**config.mk**
```make
export PLATFORM = sky130hd
export DESIGN_NAME = base64_stream_decoder_unit
export DESIGN_NICKNAME = d
export VERILOG_FILES = /design/src/sv/b64sd_pkg.sv /design/src/sv/b64sd_front.sv /design/src/sv/b64sd_queue.sv /design/src/sv/b64sd_back.sv /design/src/sv/base64_stream_decoder_unit.sv
export SDC_FILE = /design/constraint.sdc
export NUM_CORES = 1
export LEC_CHECK = 0
export ABC_CLOCK_PERIOD_IN_PS = 4260
export BUFFER_PORTS_ARGS = -buffer_cell sky130_fd_sc_hd__buf_2
export CAP_MARGIN = 10
export CORE_MARGIN = 5
export CORE_UTILIZATION = 60
export CTS_CLUSTER_DIAMETER = 60
export CTS_CLUSTER_SIZE = 25
export DETAILED_ROUTE_END_ITERATION = 8
export PLACE_DENSITY = 0.89
export REMOVE_ABC_BUFFERS = 1
export SYNTH_ARGS = -nofsm -noshare
export SYNTH_HDL_FRONTEND = slang
export SYNTH_SLANG_ARGS = --single-unit
```
**constraint.sdc**
```tcl
create_clock -name clk -period 4.26 [get_ports clk]
set_clock_uncertainty 0.05 [all_clocks]
set_input_delay 0.426 -clock clk [delete_from_list [all_inputs] [get_ports clk]]
set_output_delay 0.426 -clock clk [all_outputs]
set_load 0.02 [all_outputs]
```
**src/sv/b64sd_pkg.sv**
```systemverilog
// Shared types, constants and the alphabet decode for the Base64 stream decoder.
// No dependencies.
package b64sd_pkg;

  localparam logic [7:0] PAD_CHAR = 8'h3D;
  localparam int unsigned QUEUE_DEPTH = 4;
  localparam int unsigned QPTR_W = $clog2(QUEUE_DEPTH);

  typedef struct packed {
    logic [7:0] symbol;
    logic       end_of_text;
  } text_beat_t;

  typedef struct packed {
    logic [7:0] data_byte;
    logic       end_of_frame;
    logic       bad_input;
  } data_beat_t;

  // one quad's worth of output work, or one error result
  typedef struct packed {
    logic [23:0] word;
    logic [1:0]  nbytes;
    logic        last;
    logic        bad;
  } job_t;

  // bit 6 set: not in the alphabet
  function automatic logic [6:0] sextet_of(input logic [7:0] c);
    logic [6:0] v;
    v = 7'd64;
    if (c >= 8'h41 && c <= 8'h5A) begin
      v = {1'b0, 6'(c - 8'h41)};
    end else if (c >= 8'h61 && c <= 8'h7A) begin
      v = {1'b0, 6'(c - 8'h61 + 8'd26)};
    end else if (c >= 8'h30 && c <= 8'h39) begin
      v = {1'b0, 6'(c - 8'h30 + 8'd52)};
    end else if (c == 8'h2B) begin
      v = 7'd62;
    end else if (c == 8'h2F) begin
      v = 7'd63;
    end
    return v;
  endfunction

endpackage

```
**src/sv/b64sd_front.sv**
```systemverilog
// Front end: accepts characters, checks framing and padding, assembles quads
// and pushes output jobs. Depends on b64sd_pkg.
module b64sd_front (
  input  logic                clk,
  input  logic                rst,
  input  logic                text_valid,
  input  b64sd_pkg::text_beat_t text,
  input  logic                q_full,
  output logic                accept,
  output logic                push,
  output b64sd_pkg::job_t     push_job
);
  import b64sd_pkg::*;

  logic [1:0]  pos;
  logic [17:0] acc;
  logic [1:0]  pads;
  logic        discarding;

  logic        last;
  logic        is_pad;
  logic [6:0]  sx;
  logic [5:0]  v6;
  logic [1:0]  pads_eff;
  logic        fail;

  assign accept = text_valid && !q_full;
  assign last   = text.end_of_text;
  assign is_pad = (text.symbol == PAD_CHAR);
  assign sx     = sextet_of(text.symbol);
  assign v6     = is_pad ? 6'd0 : sx[5:0];
  assign pads_eff = is_pad ? 2'(pads + 2'd1) : pads;

  always_comb begin
    if (is_pad) begin
      fail = (pos < 2'd2);
    end else begin
      fail = sx[6] || (pads != 2'd0);
    end
    if (!fail) begin
      if (pos != 2'd3) begin
        fail = last;
      end else begin
        fail = ((pads_eff != 2'd0) && !last) || (pads_eff == 2'd3);
      end
    end
  end

  always_comb begin
    push = 1'b0;
    push_job = '0;
    if (accept && !discarding) begin
      if (fail) begin
        push = 1'b1;
        push_job.nbytes = 2'd1;
        push_job.last = 1'b1;
        push_job.bad = 1'b1;
      end else if (pos == 2'd3) begin
        push = 1'b1;
        push_job.word = {acc, v6};
        push_job.nbytes = 2'(2'd3 - pads_eff);
        push_job.last = last;
      end
    end
  end

  always_ff @(posedge clk) begin
    if (rst) begin
      pos <= '0;
      acc <= '0;
      pads <= '0;
      discarding <= 1'b0;
    end else if (accept) begin
      if (discarding) begin
        if (last) begin
          pos <= '0;
          acc <= '0;
          pads <= '0;
          discarding <= 1'b0;
        end
      end else if (fail || pos == 2'd3) begin
        pos <= '0;
        acc <= '0;
        pads <= '0;
        discarding <= fail && !last;
      end else begin
        pos <= pos + 2'd1;
        acc <= {acc[11:0], v6};
        pads <= pads_eff;
      end
    end
  end

endmodule

```
**src/sv/b64sd_queue.sv**
```systemverilog
// Short job queue between front end and byte emitter, in flops.
// Depends on b64sd_pkg.
module b64sd_queue (
  input  logic            clk,
  input  logic            rst,
  input  logic            push,
  input  b64sd_pkg::job_t push_job,
  input  logic            pop,
  output logic            full,
  output logic            not_empty,
  output b64sd_pkg::job_t head
);
  import b64sd_pkg::*;

  job_t              mem [QUEUE_DEPTH];
  logic [QPTR_W-1:0] wr_ptr;
  logic [QPTR_W-1:0] rd_ptr;
  logic [QPTR_W:0]   count;

  assign full      = (count == (QPTR_W+1)'(QUEUE_DEPTH));
  assign not_empty = (count != '0);
  assign head      = mem[rd_ptr];

  always_ff @(posedge clk) begin
    if (push) begin
      mem[wr_ptr] <= push_job;
    end
  end

  always_ff @(posedge clk) begin
    if (rst) begin
      wr_ptr <= '0;
      rd_ptr <= '0;
      count <= '0;
    end else begin
      if (push) begin
        wr_ptr <= wr_ptr + QPTR_W'(1);
      end
      if (pop) begin
        rd_ptr <= rd_ptr + QPTR_W'(1);
      end
      if (push && !pop) begin
        count <= count + (QPTR_W+1)'(1);
      end else if (pop && !push) begin
        count <= count - (QPTR_W+1)'(1);
      end
    end
  end

endmodule

```
**src/sv/b64sd_back.sv**
```systemverilog
// Byte emitter: walks each job's bytes into the output register.
// Depends on b64sd_pkg.
module b64sd_back (
  input  logic                  clk,
  input  logic                  rst,
  input  logic                  not_empty,
  input  b64sd_pkg::job_t       head,
  output logic                  pop,
  output logic                  data_valid,
  input  logic                  data_stall,
  output b64sd_pkg::data_beat_t data
);
  import b64sd_pkg::*;

  logic [1:0] k;
  logic       load;
  logic       final_byte;
  logic [7:0] sel_byte;

  assign load       = !data_valid || !data_stall;
  assign final_byte = (k == 2'(head.nbytes - 2'd1));
  assign pop        = load && not_empty && final_byte;

  always_comb begin
    unique case (k)
      2'd0:    sel_byte = head.word[23:16];
      2'd1:    sel_byte = head.word[15:8];
      default: sel_byte = head.word[7:0];
    endcase
  end

  always_ff @(posedge clk) begin
    if (rst) begin
      data_valid <= 1'b0;
      k <= '0;
    end else if (load) begin
      data_valid <= not_empty;
      if (not_empty) begin
        k <= final_byte ? 2'd0 : k + 2'd1;
      end
    end
  end

  always_ff @(posedge clk) begin
    if (load && not_empty) begin
      data.data_byte    <= head.bad ? 8'd0 : sel_byte;
      data.end_of_frame <= head.last && final_byte;
      data.bad_input    <= head.bad;
    end
  end

endmodule

```
**src/sv/base64_stream_decoder_unit.sv**
```systemverilog
// Top level of the Base64 stream decoder: front end, job queue, byte emitter.
// Depends on b64sd_pkg, b64sd_front, b64sd_queue, b64sd_back.
//
// Decodes standard-alphabet Base64 text, one character per beat, at one
// character per cycle. Every fourth character releases a job of up to three
// bytes (fewer with '=' padding) into a four-entry queue; the emitter sends one
// byte per cycle through a registered output, so the byte side sets the pace
// only while the output is stalled and the queue fills, after which text_stall
// rises. A malformed frame (bad character, misplaced '=', length not a
// multiple of four) gives a single beat with bad_input and end_of_frame set
// and data_byte zero; characters up to the frame's last are then dropped.
// Discard any frame that ends in bad_input.
module base64_stream_decoder_unit (
  input  logic                  clk,
  input  logic                  rst,
  input  logic                  text_valid,
  output logic                  text_stall,
  input  b64sd_pkg::text_beat_t text,
  output logic                  data_valid,
  input  logic                  data_stall,
  output b64sd_pkg::data_beat_t data
);
  import b64sd_pkg::*;

  logic accept;
  logic push;
  job_t push_job;
  logic pop;
  logic q_full;
  logic q_not_empty;
  job_t q_head;

  assign text_stall = q_full;

  b64sd_front u_front (
    .clk        (clk),
    .rst        (rst),
    .text_valid (text_valid),
    .text       (text),
    .q_full     (q_full),
    .accept     (accept),
    .push       (push),
    .push_job   (push_job)
  );

  b64sd_queue u_queue (
    .clk       (clk),
    .rst       (rst),
    .push      (push && accept),
    .push_job  (push_job),
    .pop       (pop),
    .full      (q_full),
    .not_empty (q_not_empty),
    .head      (q_head)
  );

  b64sd_back u_back (
    .clk        (clk),
    .rst        (rst),
    .not_empty  (q_not_empty),
    .head       (q_head),
    .pop        (pop),
    .data_valid (data_valid),
    .data_stall (data_stall),
    .data       (data)
  );

endmodule

```
==> flow_summary.ini <==
[global_routing]
wire_length_of_the_first_global_routing_pass_mm = 21.41
first_global_vias = 4188
grt_antenna_before_repair = 0
grt.total_usage = 0.2117
grt_remaining_overflow = 0
met3_usage = 0.05398
met1_usage = 0.2625
global_route.peak_usage_layer = met2
globalRouteMet2Util = 0.3542
grt_max_degree = 29

[floorplanning]
chipWidth_um = 117.0
placementRows = 39
dieArea_sq_um = 13680
placeableCoreArea_sq_um = 11320
floorplan.io_pins = 25
floorplan.initialDensity = 0.6065
die_h_um = 117.0

[setup_path]
crit_slowest_cell = sky130_fd_sc_hd__a2111oi_2
crit_path_cell_trace = buf_2 -> inv_1 -> ha_1 -> and3b_2 -> a2111oi_2 -> or4_4 -> o211ai_4 -> a21oi_4 -> ha_1 -> inv_1 -> fa_1 -> xor2_1 -> or3_1 -> a21oi_1
worst_setup_path_startpoint = text[3]
criticalPathCategory = primary input to register
critical_path.top_delay_family = compound AO/OA/AOI/OAI gates
arrival_ns = 3.56
critical_path_required_ns = 4.56
crit_buf_inv = 3
critical-path-max-stage-delay_ns = 0.39
crit_fanout = 9
cp-end-kind = register
startpoint_type = primary input

[synthesis]
synth.cell_area_sq_um = 6867
yosys_most_used_dff = sky130_fd_sc_hd__edfxtp_1
synth_warnings = 0
synth.yosys.seq_area_share = 0.6356
synthDistinctLibCells = 62
synthesis.instances = 450
ys_seq_elements = 157
synth.avg_cell_area_sq_um = 15.26
synth_async_sr_flop_share = 0
synth_edf_count = 122

[drt]
drt_first_iter_violations = 344
via_count = 3996
ant_nets = 0
wl_per_cell_um = 20.87
vias_per_cell = 6.263
drt_first_pass_iters = 4
drc = 0
postRouteWirelength_mm = 13.32

[clocking]
cts_num_sinks = 157
post_cts_resize_count = 0
post_cts_hold_buffer_count = 0
post-cts-setup-buffers = 0
clock-root-buffer = sky130_fd_sc_hd__clkbuf_16
clock_pin_slew_on_the_worst_setup_and_hold_paths_ns = 0.06
ctsHtreeMaxLevel = 4
cts.path.max_buffers = 2
cts_tree = yes
clock_latency_ns = 0.42
cts_made_buffers = 17

[timing]
worst_slew_pin_slew_ns = 1.060
timing_hold_violations_final = 0
final_max_slew_viol_count = 0
max_freq_ghz = 0.3065
max-slew-margin-rel = 0.2917
final_number_of_setup_violating_endpoints = 0
rsz0062_at_grt = false
period_needed_ns = 3.263
sum_neg_setup_slack_ns = 0
final.period_utilization = 0.7659

[place]
port-buffer-count = 24
gp_congestion = 0.9463
detailedPlacementHpwl_mm = 8.046
dpl-instance-area_sq_um = 7094

[finish]
layout_commonest_cell = sky130_fd_sc_hd__edfxtp_1
final_layout_size_suffix_gt1_frac = 0.2000
final_core_util = 0.6789
postLayoutCellArea_sq_um = 7686
layout.nets = 514
area_growth_pct = 11.94
layout.cells.most_common_list = sky130_fd_sc_hd__edfxtp_1 (122), sky130_fd_sc_hd__dfxtp_1 (34), sky130_fd_sc_hd__and2_1 (29)
antenna_cells_inserted = 0

[power]
leakage_power_figure_nw = 2.690
power.density_nw_per_um2 = 591.3
worst_ir_drop_vdd_mv = 0.3180

[worst_hold_path]
worst_hold_startpoint = data_stall
class_of_the_most_critical_hold_timing_path = primary input to register

[flow_run]
max_cap_viol_count = 0

[run_status]
outcome = completed
[synth_stat cells (all sizes together), types with 3 or more instances]
cell type  number  area, sq um
edfxtp        122         3664
dfxtp          35        700.7
and2           29        181.4
mux4           28        630.6
nand2          27        101.4
a21oi          23        137.6
a22o           19        166.4
ha             18        225.2
nor2           18        67.56
inv            13        48.80
buf            12        93.84
a22oi           8        60.06
nand2b          6        37.54
nor3            6        30.03
o21ai           6        30.03
xor2            6        52.55
a31oi           5        37.53
clkbuf          5        18.77
nand3           5        25.02
nor2b           5        31.28
xnor2           5        43.79
mux2i           4        40.04
or2b            4        30.03
nand4           3        18.77
o21a            3        22.52
[cell type report]
cell class                      count  area [sq um]
Fill cell                         715          3635
Clock buffer                       23         447.9
Tap cell                          143         178.9
Sequential cell                   157          4365
Inverter                           13         48.80
Clock inverter                      9         143.9
Timing Repair Buffer               32         180.2
Multi-Input combinational cell    261          2321
[sequential cells by signal, summed over array words and instances (netlist names), 2 cells and up, named ones only]
signal and cells:
u_front.pads 2, u_front.acc 18, u_back.data 10, u_queue.rd_ptr 2
u_back.k 2, u_queue.mem 112, u_queue.wr_ptr 2, u_queue.count 3
u_front.pos 2
[power breakdown]
| part | total, mW | switching (mW) | internal, mW |
|---|---|---|---|
| Sequential | 1.95 | 0.0770 | 1.87 |
| Clock | 1.52 | 0.547 | 0.974 |
| Combinational | 1.07 | 0.636 | 0.437 |
[metal layers]
metal	routed length, um	share of wire	vias to the layer above
li1	-	-	1802
met1	5253	0.39	2002
met2	6842	0.51	152
met3	848	0.064	40
met4	372	0.028	0
met5	0	0	-
[cells by family after synthesis]
logic type / Yosys count / synth area share
xor gates and xnor gates: 11 / 0.01403
buffers and inverters: 32 / 0.02642
and+or+nand+nor: 116 / 0.09384
muxes: 34 / 0.1009
DFF: 157 / 0.6356
AOI/OAI and AO/OA: 81 / 0.09348
adders and majority gates: 19 / 0.03571
[worst register-to-register path: cells and delay by family, from the launching register on]
family / cells / cell delay [ns]
multiplexers: 2 / 0.92
adder cells (fa/ha/maj): 2 / 0.58
AND/OR/NAND/NOR: 2 / 0.53
flip-flops: 1 / 0.39
XOR/XNOR: 2 / 0.36
AO/OA/AOI/OAI: 1 / 0.13
buffers and inverters: 1 / 0.07
[stage by stage]
step / hold WS, ns / setup WS [ns] / total power [mW] / std cells
after global routing: 0.2392 / 0.7412 / 4.738 / 638
final: 0.2387 / 0.9974 / 4.545 / 638
after floorplan: 0.3868 / 0.3248 / 2.721 / 431
after detailed placement: 0.4092 / 0.5503 / 3.047 / 606
after global placement: 0.3990 / 0.7326 / 2.986 / 606
after CTS: 0.2338 / 1.020 / 4.569 / 638
[final timing paths]
kind | to | slack, ns | cells past startpoint
worst max register to register | u_queue.count[2] | 1.16 | 10
worst max-delay path | u_queue.count[2] | 1.0 | 14
worst min-delay path | u_back.data_valid | 0.24 | 3
worst min register to register | u_front.acc[16] | 0.43 | 1
(Power assumes the default switching activity.)
